File: src/hdl/dqpb_pkg.sv
// ----------------------------------------------------------------------------
// dqpb_pkg
// Shared types and constants of the DNS query packet builder: payload
// structs, register map, controller states and the control/status bundles.
// ----------------------------------------------------------------------------
`default_nettype none

package dqpb_pkg;

  // Fixed packet layout
  localparam int unsigned HDR_BYTES  = 12;
  localparam int unsigned TAIL_BYTES = 5;
  localparam logic [7:0]  DOT_CHAR   = 8'h2E;

  // Configuration port
  localparam int unsigned CFG_ADDR_W = 4;
  localparam int unsigned CFG_DATA_W = 32;

  // Register reset values
  localparam logic [15:0] QUERY_ID_RST       = 16'h1234;
  localparam logic [15:0] HEADER_FLAGS_RST   = 16'h0100;
  localparam logic [15:0] QUESTION_TYPE_RST  = 16'h0001;
  localparam logic [15:0] QUESTION_CLASS_RST = 16'h0001;

  typedef enum logic [1:0] {
    REG_QUERY_ID       = 2'd0,
    REG_HEADER_FLAGS   = 2'd1,
    REG_QUESTION_TYPE  = 2'd2,
    REG_QUESTION_CLASS = 2'd3
  } reg_idx_t;

  typedef struct packed {
    logic [15:0] query_id;
    logic [15:0] header_flags;
    logic [15:0] question_type;
    logic [15:0] question_class;
  } cfg_regs_t;

  typedef struct packed {
    logic [7:0] name_char;
    logic       name_last;
  } in_item_t;

  typedef struct packed {
    logic [7:0] packet_byte;
    logic       run_last;
    logic       packet_end;
    logic       label_overflow;
  } out_item_t;

  typedef enum logic [2:0] {
    ST_IDLE,
    ST_HDR,
    ST_LEN,
    ST_DATA,
    ST_TAIL
  } state_t;

  typedef enum logic [1:0] {
    SEL_HDR,
    SEL_LEN,
    SEL_DATA,
    SEL_TAIL
  } sel_t;

  // Controller to datapath
  typedef struct packed {
    logic load;        // input beat accepted this cycle
    logic emit;        // load the output register this cycle
    sel_t sel;         // source of the emitted byte
    logic seq_clr;     // restart the byte counter after this byte
    logic flush_clr;   // label fully emitted: clear count and overflow
    logic run_last;
    logic packet_end;
  } dp_cmd_t;

  // Datapath to controller
  typedef struct packed {
    logic out_free;    // output register can take a byte
    logic in_dot;      // incoming character is a label separator
    logic hdr_end;     // byte counter on the last header byte
    logic tail_end;    // byte counter on the last trailer byte
    logic cnt_zero;    // current label is empty
    logic data_end;    // byte counter on the last label byte
  } dp_sts_t;

endpackage

`default_nettype wire

File: src/hdl/dqpb_ram.sv
// ----------------------------------------------------------------------------
// dqpb_ram
// Generic single-write, single-read RAM with registered read data.
// ----------------------------------------------------------------------------
`default_nettype none

module dqpb_ram #(
  parameter int unsigned WIDTH = 8,
  parameter int unsigned DEPTH = 32,
  parameter int unsigned ADDR_W = (DEPTH > 1) ? $clog2(DEPTH) : 1
) (
  input  wire logic              clk,
  input  wire logic              we,
  input  wire logic [ADDR_W-1:0] waddr,
  input  wire logic [WIDTH-1:0]  wdata,
  input  wire logic [ADDR_W-1:0] raddr,
  output logic      [WIDTH-1:0]  rdata
);

  logic [WIDTH-1:0] mem_r [DEPTH];

  // Write port
  always_ff @(posedge clk) begin
    if (we) begin
      mem_r[waddr] <= wdata;
    end
  end

  // Registered read port
  always_ff @(posedge clk) begin
    rdata <= mem_r[raddr];
  end

endmodule

`default_nettype wire

File: src/hdl/dqpb_ctl.sv
// ----------------------------------------------------------------------------
// dqpb_ctl
// Controller: sequences header, label flushes and trailer one byte per
// cycle while the output is free, and tracks whether a query is open.
// ----------------------------------------------------------------------------
`default_nettype none

module dqpb_ctl (
  input  wire logic             clk,
  input  wire logic             rst_n,
  input  wire logic             in_valid,
  input  wire logic             in_last,
  output logic                  in_stall,
  input  wire dqpb_pkg::dp_sts_t sts,
  output dqpb_pkg::dp_cmd_t     cmd
);

  import dqpb_pkg::*;

  state_t     state_r, state_nxt;
  logic       in_query_r;
  logic       last_r;
  logic [1:0] flush_left_r;   // label flushes still owed by this item
  state_t     after_flush;
  logic       flush_run_last;

  // Where to go once the current label is out
  always_comb begin
    if (flush_left_r == 2'd2) begin
      after_flush = ST_LEN;
    end else if (last_r) begin
      after_flush = ST_TAIL;
    end else begin
      after_flush = ST_IDLE;
    end
    flush_run_last = (flush_left_r == 2'd1) && !last_r;
  end

  // Next state
  always_comb begin
    state_nxt = state_r;
    unique case (state_r)
      ST_IDLE: begin
        if (in_valid) begin
          if (!in_query_r) begin
            state_nxt = ST_HDR;
          end else if (sts.in_dot || in_last) begin
            state_nxt = ST_LEN;
          end
        end
      end
      ST_HDR: begin
        if (sts.out_free && sts.hdr_end) begin
          state_nxt = (flush_left_r != 2'd0) ? ST_LEN : ST_IDLE;
        end
      end
      ST_LEN: begin
        if (sts.out_free) begin
          state_nxt = sts.cnt_zero ? after_flush : ST_DATA;
        end
      end
      ST_DATA: begin
        if (sts.out_free && sts.data_end) begin
          state_nxt = after_flush;
        end
      end
      ST_TAIL: begin
        if (sts.out_free && sts.tail_end) begin
          state_nxt = ST_IDLE;
        end
      end
      default: state_nxt = ST_IDLE;
    endcase
  end

  // Outputs
  always_comb begin
    in_stall       = 1'b1;
    cmd            = '0;
    cmd.sel        = SEL_HDR;
    unique case (state_r)
      ST_IDLE: begin
        in_stall = 1'b0;
        cmd.load = in_valid;
      end
      ST_HDR: begin
        cmd.sel      = SEL_HDR;
        cmd.emit     = sts.out_free;
        cmd.seq_clr  = sts.hdr_end;
        cmd.run_last = sts.hdr_end && (flush_left_r == 2'd0);
      end
      ST_LEN: begin
        cmd.sel       = SEL_LEN;
        cmd.emit      = sts.out_free;
        cmd.seq_clr   = 1'b1;
        cmd.flush_clr = sts.cnt_zero;
        cmd.run_last  = sts.cnt_zero && flush_run_last;
      end
      ST_DATA: begin
        cmd.sel       = SEL_DATA;
        cmd.emit      = sts.out_free;
        cmd.seq_clr   = sts.data_end;
        cmd.flush_clr = sts.data_end;
        cmd.run_last  = sts.data_end && flush_run_last;
      end
      ST_TAIL: begin
        cmd.sel        = SEL_TAIL;
        cmd.emit       = sts.out_free;
        cmd.seq_clr    = sts.tail_end;
        cmd.run_last   = sts.tail_end;
        cmd.packet_end = sts.tail_end;
      end
      default: begin
        in_stall = 1'b1;
      end
    endcase
  end

  // State and item bookkeeping
  always_ff @(posedge clk) begin
    if (!rst_n) begin
      state_r      <= ST_IDLE;
      in_query_r   <= 1'b0;
      last_r       <= 1'b0;
      flush_left_r <= 2'd0;
    end else begin
      state_r <= state_nxt;
      if (cmd.load) begin
        last_r       <= in_last;
        flush_left_r <= {1'b0, sts.in_dot} + {1'b0, in_last};
        in_query_r   <= 1'b1;
      end
      if (cmd.emit && cmd.flush_clr) begin
        flush_left_r <= flush_left_r - 2'd1;
      end
      if (cmd.emit && cmd.packet_end) begin
        in_query_r <= 1'b0;
      end
    end
  end

endmodule

`default_nettype wire

File: src/hdl/dqpb_dp.sv
// ----------------------------------------------------------------------------
// dqpb_dp
// Datapath: label buffer, label count and overflow flag, byte counter,
// packet byte selection and the output register.
// ----------------------------------------------------------------------------
`default_nettype none

module dqpb_dp #(
  parameter int unsigned LABEL_MAX = 32
) (
  input  wire logic                 clk,
  input  wire logic                 rst_n,
  input  wire dqpb_pkg::in_item_t   in_data,
  input  wire dqpb_pkg::cfg_regs_t  cfg,
  input  wire dqpb_pkg::dp_cmd_t    cmd,
  output dqpb_pkg::dp_sts_t         sts,
  output logic                      out_valid,
  input  wire logic                 out_stall,
  output dqpb_pkg::out_item_t       out_data
);

  import dqpb_pkg::*;

  localparam int unsigned CNT_W  = $clog2(LABEL_MAX + 1);
  localparam int unsigned ADDR_W = (LABEL_MAX > 1) ? $clog2(LABEL_MAX) : 1;
  localparam int unsigned SEQ_W  = (CNT_W > 4) ? CNT_W : 4;

  logic [CNT_W-1:0]  count_r;
  logic              ovf_r;
  logic [SEQ_W-1:0]  seq_r;
  logic [SEQ_W-1:0]  seq_inc;
  logic              out_valid_r;
  out_item_t         out_data_r;

  logic              in_dot;
  logic              has_room;
  logic              buf_we;
  logic [ADDR_W-1:0] rd_addr;
  logic [7:0]        rd_data;
  logic [7:0]        hdr_byte;
  logic [7:0]        tail_byte;
  out_item_t         byte_sel;

  assign in_dot   = (in_data.name_char == DOT_CHAR);
  assign has_room = (count_r < CNT_W'(LABEL_MAX));
  assign buf_we   = cmd.load && !in_dot && has_room;
  assign seq_inc  = seq_r + SEQ_W'(1);

  // Status to the controller
  always_comb begin
    sts.out_free = !out_valid_r || !out_stall;
    sts.in_dot   = in_dot;
    sts.hdr_end  = (seq_r == SEQ_W'(HDR_BYTES - 1));
    sts.tail_end = (seq_r == SEQ_W'(TAIL_BYTES - 1));
    sts.cnt_zero = (count_r == '0);
    sts.data_end = (seq_inc == SEQ_W'(count_r));
  end

  // Read ahead: next entry once this one goes out, else hold the current one
  always_comb begin
    if (cmd.sel == SEL_DATA) begin
      if (cmd.emit && !sts.data_end) begin
        rd_addr = seq_inc[ADDR_W-1:0];
      end else begin
        rd_addr = seq_r[ADDR_W-1:0];
      end
    end else begin
      rd_addr = '0;
    end
  end

  dqpb_ram #(
    .WIDTH (8),
    .DEPTH (LABEL_MAX),
    .ADDR_W(ADDR_W)
  ) u_label_ram (
    .clk  (clk),
    .we   (buf_we),
    .waddr(count_r[ADDR_W-1:0]),
    .wdata(in_data.name_char),
    .raddr(rd_addr),
    .rdata(rd_data)
  );

  // Header bytes: id, flags, one question, three zero counts
  always_comb begin
    case (seq_r[3:0])
      4'd0:    hdr_byte = cfg.query_id[15:8];
      4'd1:    hdr_byte = cfg.query_id[7:0];
      4'd2:    hdr_byte = cfg.header_flags[15:8];
      4'd3:    hdr_byte = cfg.header_flags[7:0];
      4'd5:    hdr_byte = 8'd1;
      default: hdr_byte = 8'd0;
    endcase
  end

  // Trailer bytes: terminator, qtype, qclass
  always_comb begin
    case (seq_r[2:0])
      3'd1:    tail_byte = cfg.question_type[15:8];
      3'd2:    tail_byte = cfg.question_type[7:0];
      3'd3:    tail_byte = cfg.question_class[15:8];
      3'd4:    tail_byte = cfg.question_class[7:0];
      default: tail_byte = 8'd0;
    endcase
  end

  // Pick the byte to emit
  always_comb begin
    byte_sel            = '0;
    byte_sel.run_last   = cmd.run_last;
    byte_sel.packet_end = cmd.packet_end;
    case (cmd.sel)
      SEL_HDR:  byte_sel.packet_byte = hdr_byte;
      SEL_LEN: begin
        byte_sel.packet_byte    = 8'(count_r);
        byte_sel.label_overflow = ovf_r;
      end
      SEL_DATA: begin
        byte_sel.packet_byte    = rd_data;
        byte_sel.label_overflow = ovf_r;
      end
      SEL_TAIL: byte_sel.packet_byte = tail_byte;
      default:  byte_sel.packet_byte = 8'd0;
    endcase
  end

  // Label count, overflow flag and byte counter
  always_ff @(posedge clk) begin
    if (!rst_n) begin
      count_r <= '0;
      ovf_r   <= 1'b0;
      seq_r   <= '0;
    end else begin
      if (cmd.load && !in_dot) begin
        if (has_room) begin
          count_r <= count_r + CNT_W'(1);
        end else begin
          ovf_r <= 1'b1;
        end
      end
      if (cmd.emit) begin
        seq_r <= cmd.seq_clr ? '0 : seq_inc;
        if (cmd.flush_clr) begin
          count_r <= '0;
          ovf_r   <= 1'b0;
        end
      end
    end
  end

  // Output register: load on emit, drop once the beat is taken
  always_ff @(posedge clk) begin
    if (!rst_n) begin
      out_valid_r <= 1'b0;
    end else if (cmd.emit) begin
      out_valid_r <= 1'b1;
    end else if (!out_stall) begin
      out_valid_r <= 1'b0;
    end
  end

  always_ff @(posedge clk) begin
    if (cmd.emit) begin
      out_data_r <= byte_sel;
    end
  end

  assign out_valid = out_valid_r;
  assign out_data  = out_data_r;

endmodule

`default_nettype wire

File: src/hdl/dns_query_packet_builder.sv
// ----------------------------------------------------------------------------
// dns_query_packet_builder
// Streams a dotted hostname in, one character per beat, and streams the
// bytes of a DNS query out, one byte per beat.
// ----------------------------------------------------------------------------
// The first character of a query produces the 12-byte header; each dot
// produces a length byte plus the buffered label; the character marked
// name_last closes the open label and appends the zero terminator, qtype
// and qclass. An input beat that only buffers a character does not stall
// the input. Otherwise the item stalls the input until all bytes it
// produces are out, one byte per cycle through the single output register
// while the output is not stalled. Label characters live in a LABEL_MAX-entry
// RAM with registered read, read one entry ahead so the data bytes go out
// back to back. The user must write the configuration registers through
// the APB port only while no query is in flight; the block does not enforce it.
// ----------------------------------------------------------------------------
`default_nettype none

module dns_query_packet_builder #(
  parameter int unsigned LABEL_MAX = 32
) (
  input  wire logic                                clk,
  input  wire logic                                rst_n,
  // Hostname characters
  input  wire logic                                in_valid,
  output logic                                     in_stall,
  input  wire dqpb_pkg::in_item_t                  in_data,
  // Packet bytes
  output logic                                     out_valid,
  input  wire logic                                out_stall,
  output dqpb_pkg::out_item_t                      out_data,
  // Configuration
  input  wire logic                                cfg_psel,
  input  wire logic                                cfg_penable,
  input  wire logic                                cfg_pwrite,
  input  wire logic [dqpb_pkg::CFG_ADDR_W-1:0]     cfg_paddr,
  input  wire logic [dqpb_pkg::CFG_DATA_W-1:0]     cfg_pwdata,
  output logic [dqpb_pkg::CFG_DATA_W-1:0]          cfg_prdata,
  output logic                                     cfg_pready
);

  import dqpb_pkg::*;

  cfg_regs_t cfg_r;
  reg_idx_t  reg_idx;
  logic      cfg_wr;
  logic [15:0] rd_word;
  dp_cmd_t   cmd;
  dp_sts_t   sts;

  assign cfg_pready = 1'b1;
  assign reg_idx    = reg_idx_t'(cfg_paddr[3:2]);
  assign cfg_wr     = cfg_psel && cfg_penable && cfg_pwrite && cfg_pready;

  // Register writes
  always_ff @(posedge clk) begin
    if (!rst_n) begin
      cfg_r.query_id       <= QUERY_ID_RST;
      cfg_r.header_flags   <= HEADER_FLAGS_RST;
      cfg_r.question_type  <= QUESTION_TYPE_RST;
      cfg_r.question_class <= QUESTION_CLASS_RST;
    end else if (cfg_wr) begin
      unique case (reg_idx)
        REG_QUERY_ID:       cfg_r.query_id       <= cfg_pwdata[15:0];
        REG_HEADER_FLAGS:   cfg_r.header_flags   <= cfg_pwdata[15:0];
        REG_QUESTION_TYPE:  cfg_r.question_type  <= cfg_pwdata[15:0];
        REG_QUESTION_CLASS: cfg_r.question_class <= cfg_pwdata[15:0];
        default: ;
      endcase
    end
  end

  // Register reads
  always_comb begin
    unique case (reg_idx)
      REG_QUERY_ID:       rd_word = cfg_r.query_id;
      REG_HEADER_FLAGS:   rd_word = cfg_r.header_flags;
      REG_QUESTION_TYPE:  rd_word = cfg_r.question_type;
      REG_QUESTION_CLASS: rd_word = cfg_r.question_class;
      default:            rd_word = '0;
    endcase
  end

  assign cfg_prdata = CFG_DATA_W'(rd_word);

  dqpb_ctl u_ctl (
    .clk     (clk),
    .rst_n   (rst_n),
    .in_valid(in_valid),
    .in_last (in_data.name_last),
    .in_stall(in_stall),
    .sts     (sts),
    .cmd     (cmd)
  );

  dqpb_dp #(
    .LABEL_MAX(LABEL_MAX)
  ) u_dp (
    .clk      (clk),
    .rst_n    (rst_n),
    .in_data  (in_data),
    .cfg      (cfg_r),
    .cmd      (cmd),
    .sts      (sts),
    .out_valid(out_valid),
    .out_stall(out_stall),
    .out_data (out_data)
  );

endmodule

`default_nettype wire

File: config.mk
export PLATFORM = sky130hd
export DESIGN_NAME = dns_query_packet_builder
export DESIGN_NICKNAME = d
export VERILOG_FILES = /design/src/hdl/dqpb_pkg.sv /design/src/hdl/dqpb_ram.sv /design/src/hdl/dqpb_ctl.sv /design/src/hdl/dqpb_dp.sv /design/src/hdl/dns_query_packet_builder.sv
export SDC_FILE = /design/constraint.sdc
export NUM_CORES = 1
export LEC_CHECK = 0
export BUFFER_PORTS_ARGS = -buffer_cell sky130_fd_sc_hd__buf_4
export CORE_MARGIN = 2
export CORE_UTILIZATION = 55
export CTS_CLUSTER_SIZE = 30
export DETAILED_ROUTE_END_ITERATION = 16
export GPL_TIMING_DRIVEN = 0
export PLACE_DENSITY = 0.8
export SLEW_MARGIN = 5
export SYNTH_ARGS = -nofsm -noshare
export SYNTH_HDL_FRONTEND = slang
export SYNTH_HIERARCHICAL = 1
export SYNTH_SLANG_ARGS = --single-unit
File: constraint.sdc
create_clock -name clk -period 3.6 [get_ports clk]
set_input_delay 0.18 -clock clk [delete_from_list [all_inputs] [get_ports clk]]
set_output_delay 0.18 -clock clk [all_outputs]
set_load 0.03 [all_outputs]
==> metrics <==
gr ovfl total=0; Die Span Y=173.3 um; RSZ-0062 raised after global routing=yes; Post-synth top flop=edfxtp_1; CTS HTree Levels=2; Critical Path AT=4190 ps; vias in the first global route=roughly 9800; Area Overhead vs Synth=19.83%; CP endpoint kind=flip-flop; synth cell count leaders=edfxtp_1 (267), nand2_1 (112), mux4_2 (96); initial core utilization=56.26%; CP Capture Point=u_dp/u_label_ram/rdata[0]$_DFF_P_; CTS tree=built; run status=finished, violations left; Synth Area in Compound Gates=approximately 4.6%; row count=61; design area=between 15000 and 20000 um2; post-layout power=around 0.011 W; Max Slew Vio Count=0; reg2reg start=u_dp/seq_r[0]$_SDFFE_PN0P_; crit path kind=reg -> reg; GP Congestion=just under 0.9; port bufs=62; Vias=~9800; #FFs+latches synth=360; register area share after synthesis=a little over three fifths; synthesized area=about 16000 um2; Setup WS post-layout=-194.4 ps; P_leak=about 6.4 nW; Async SR Flop Fraction=0%; Post-Synthesis Cells=roughly 1000; setup TNS=-1356 ps; Core Util, Final=just under 70%; worst r2r dst=u_dp/u_label_ram/rdata[0]$_DFF_P_; top-area cell type share of the netlist area=just over 50%; initial antenna violation count=1; worst path required time=approximately 4000 ps; Max Cap Viol=0; library cells used by synthesis=between 60 and 70; WL per Instance=around 25 um; final WL=about 39 mm; CTS buffer count=38; largest net degree at the start of global routing=34; Antenna Violating Nets Remaining=0; r2r worst-path depth=13; antenna cell count=0; most frequent cell after synthesis=edfxtp_1; Post-route DRC=0; HP Class=in -> reg; nets@finish=around 1200; Worst setup SP type=flip-flop; # IOs=98; Layout Skew=between 20 and 30 ps; final cycle utilization of the critical path=105.4%; FMAX=around 0.26 GHz; worst skew pair latency=~540 ps; placed cell area=between 15000 and 20000 um2; first-pass GRT wire length=59.43 mm; Avg Inst Size Synth=approximately 16 um2; Via density=roughly 6.2; critical path startpoint=u_dp/seq_r[0]$_SDFFE_PN0P_; die width=approximately 170 um; main combinational cell family by area after synthesis=multiplexers; Setup WS pre-CTS=-907.1 ps; worst-path fanout max=5; Fin. Hold Viols=0; drt pass-1 iters=8; clk root buf=clkbuf_16; clock slew at reported path FFs=around 60 ps; Core Region=between 20000 and 30000 um2; post-synthesis simple-gate area fraction=under 10%; violated checks=negative setup slack; worst rel slew slack=between 20 and 30%; final setup vio count=8; Post-Synth Adder-Cell Area=1.270%; GRT Util Overall=roughly a quarter; crit path time final=approximately 3800 ps; P per Cell Area=between 500 and 600 nW/um2; post-detail-place hpwl=between 20 and 25 mm; layout cells sized above 1=29.75%; CTS max path bufs=3; number of flops mapped to enable cells by yosys=about 270; Die ar.=between 30000 and 40000 um2; Max rail drop VDD=~410 uV; YS warnings=6; CTS sink cnt=360; top cells by area, synth=edfxtp_1 (51%), mux4_2 (14%), dfxtp_1 (12%); Worst-Margin Slew=approximately 1100 ps; 1st-iter DRT viols=between 1000 and 1500; cell taking the most area after synthesis=edfxtp_1; Post-Synth XOR/XNOR Area=0.5558%; multiplexer area fraction after synthesis=between 10% and 20%; reg-to-reg slack, setup=-190 ps
## power breakdown
| group | internal [W] | switching [W] |
|---|---|---|
| registers | 0.00467 | 0.0000986 |
| clock network | 0.00240 | 0.00160 |
| logic | 0.000743 | 0.00111 |
## through the flow
step	hold slack [ps]	std cells
6_report	17.09	1578
5_1_grt	17.94	1578
4_1_cts	8.798	1576
3_5_place_dp	449.1	1470
3_3_place_gp	442.4	1470
2_1_floorplan	278.9	1030
## flip-flops by register name (all words and copies together), names as in the netlist, 2 cells and up
name                    count
u_dp/u_label_ram/mem_r    256
cfg_r                      64
u_dp/out_data              11
u_dp/u_label_ram/rdata      8
u_dp/count_r                6
u_dp/seq_r                  6
u_ctl/state_r               3
u_ctl/flush_left_r          2
## cells in the final DEF, fill, tap and decap left out, drive strengths merged, types with 5 or more instances in the layout
master / n
nand2: 112
xor2: 6
edfxtp: 267
mux4: 96
o22ai: 10
and2: 6
inv: 16
nand3b: 8
nor2: 53
mux2i: 74
a21oi: 15
mux2: 8
o21ai: 19
dfxtp: 93
nor2b: 29
a22o: 7
clkinv: 12
dlygate4sd3: 17
bufinv: 5
conb: 17
nand2b: 5
nand4: 5
clkbuf: 74
ha: 16
a222oi: 15
buf: 143
a221oi: 8
nand3: 11
## kinds of logic after synthesis
| kind of cell | count (synthesis) |
|---|---|
| other | 2 |
| multiplexers | 178 |
| AO/OA/AOI/OAI | 94 |
| XOR/XNOR | 10 |
| AND/OR/NAND/NOR | 254 |
| adder cells (fa/ha/maj) | 16 |
| flip-flops | 360 |
| buffers and inverters | 101 |
## worst min path at each step
| stage | slack (ps) | to | start | depth (start not counted) |
|---|---|---|---|---|
| floorplan | 280 | u_dp/u_label_ram/mem_r[0][0]$_DFFE_PP_ | in_data[1] | 0 |
| finish | 20 | cfg_r[54]$_SDFFE_PN0P_ | cfg_paddr[2] | 3 |
| global placement | 440 | u_dp/out_valid$_SDFFE_PN0P_ | out_stall | 3 |
| global route | 20 | cfg_r[57]$_SDFFE_PN1P_ | cfg_paddr[2] | 3 |
| detailed placement | 450 | u_ctl/last_r$_SDFFE_PN0P_ | in_data[0] | 3 |
| CTS | 9 | cfg_r[53]$_SDFFE_PN1P_ | cfg_paddr[2] | 3 |
## routing by layer
metal	track usage, %	wire (um)
met1	34.93	15260
met2	43.35	19220
met3	4.671	3058
met4	9.287	1355
met5	0	13
## worst max-delay path, cell delays in order, from the launching register on
cell and delay [ps]:
dfxtp_4 380, buf_6 130, nand3_4 70, or3_4 390
a2111oi_4 410, a21boi_2 130, mux2i_2 230, buf_6 180
buf_12 150, buf_12 110, buf_12 110, mux4_2 540
mux4_2 510, mux2_4 300
## final cells by class
cell class | instances | area, um2
Sequential cell | 360 | 9892
Fill cell | 1776 | 9126
Multi-Input combinational cell | 569 | 5525
Clock buffer | 49 | 1032
Timing Repair Buffer | 107 | 973.4
Buffer | 80 | 663.1
Tap cell | 378 | 473.0
Clock inverter | 18 | 257.7
Inverter | 17 | 67.56
## timing repair
action,CTS,global route
setup endpoints to repair,20,270
cloned,3,0
endpoints found under the hold margin,50,0
hold buffers,17,0
buffers inserted,20,6
gates resized for setup,76,23
pin swaps,6,4
Power figures use the tool's default switching activity.
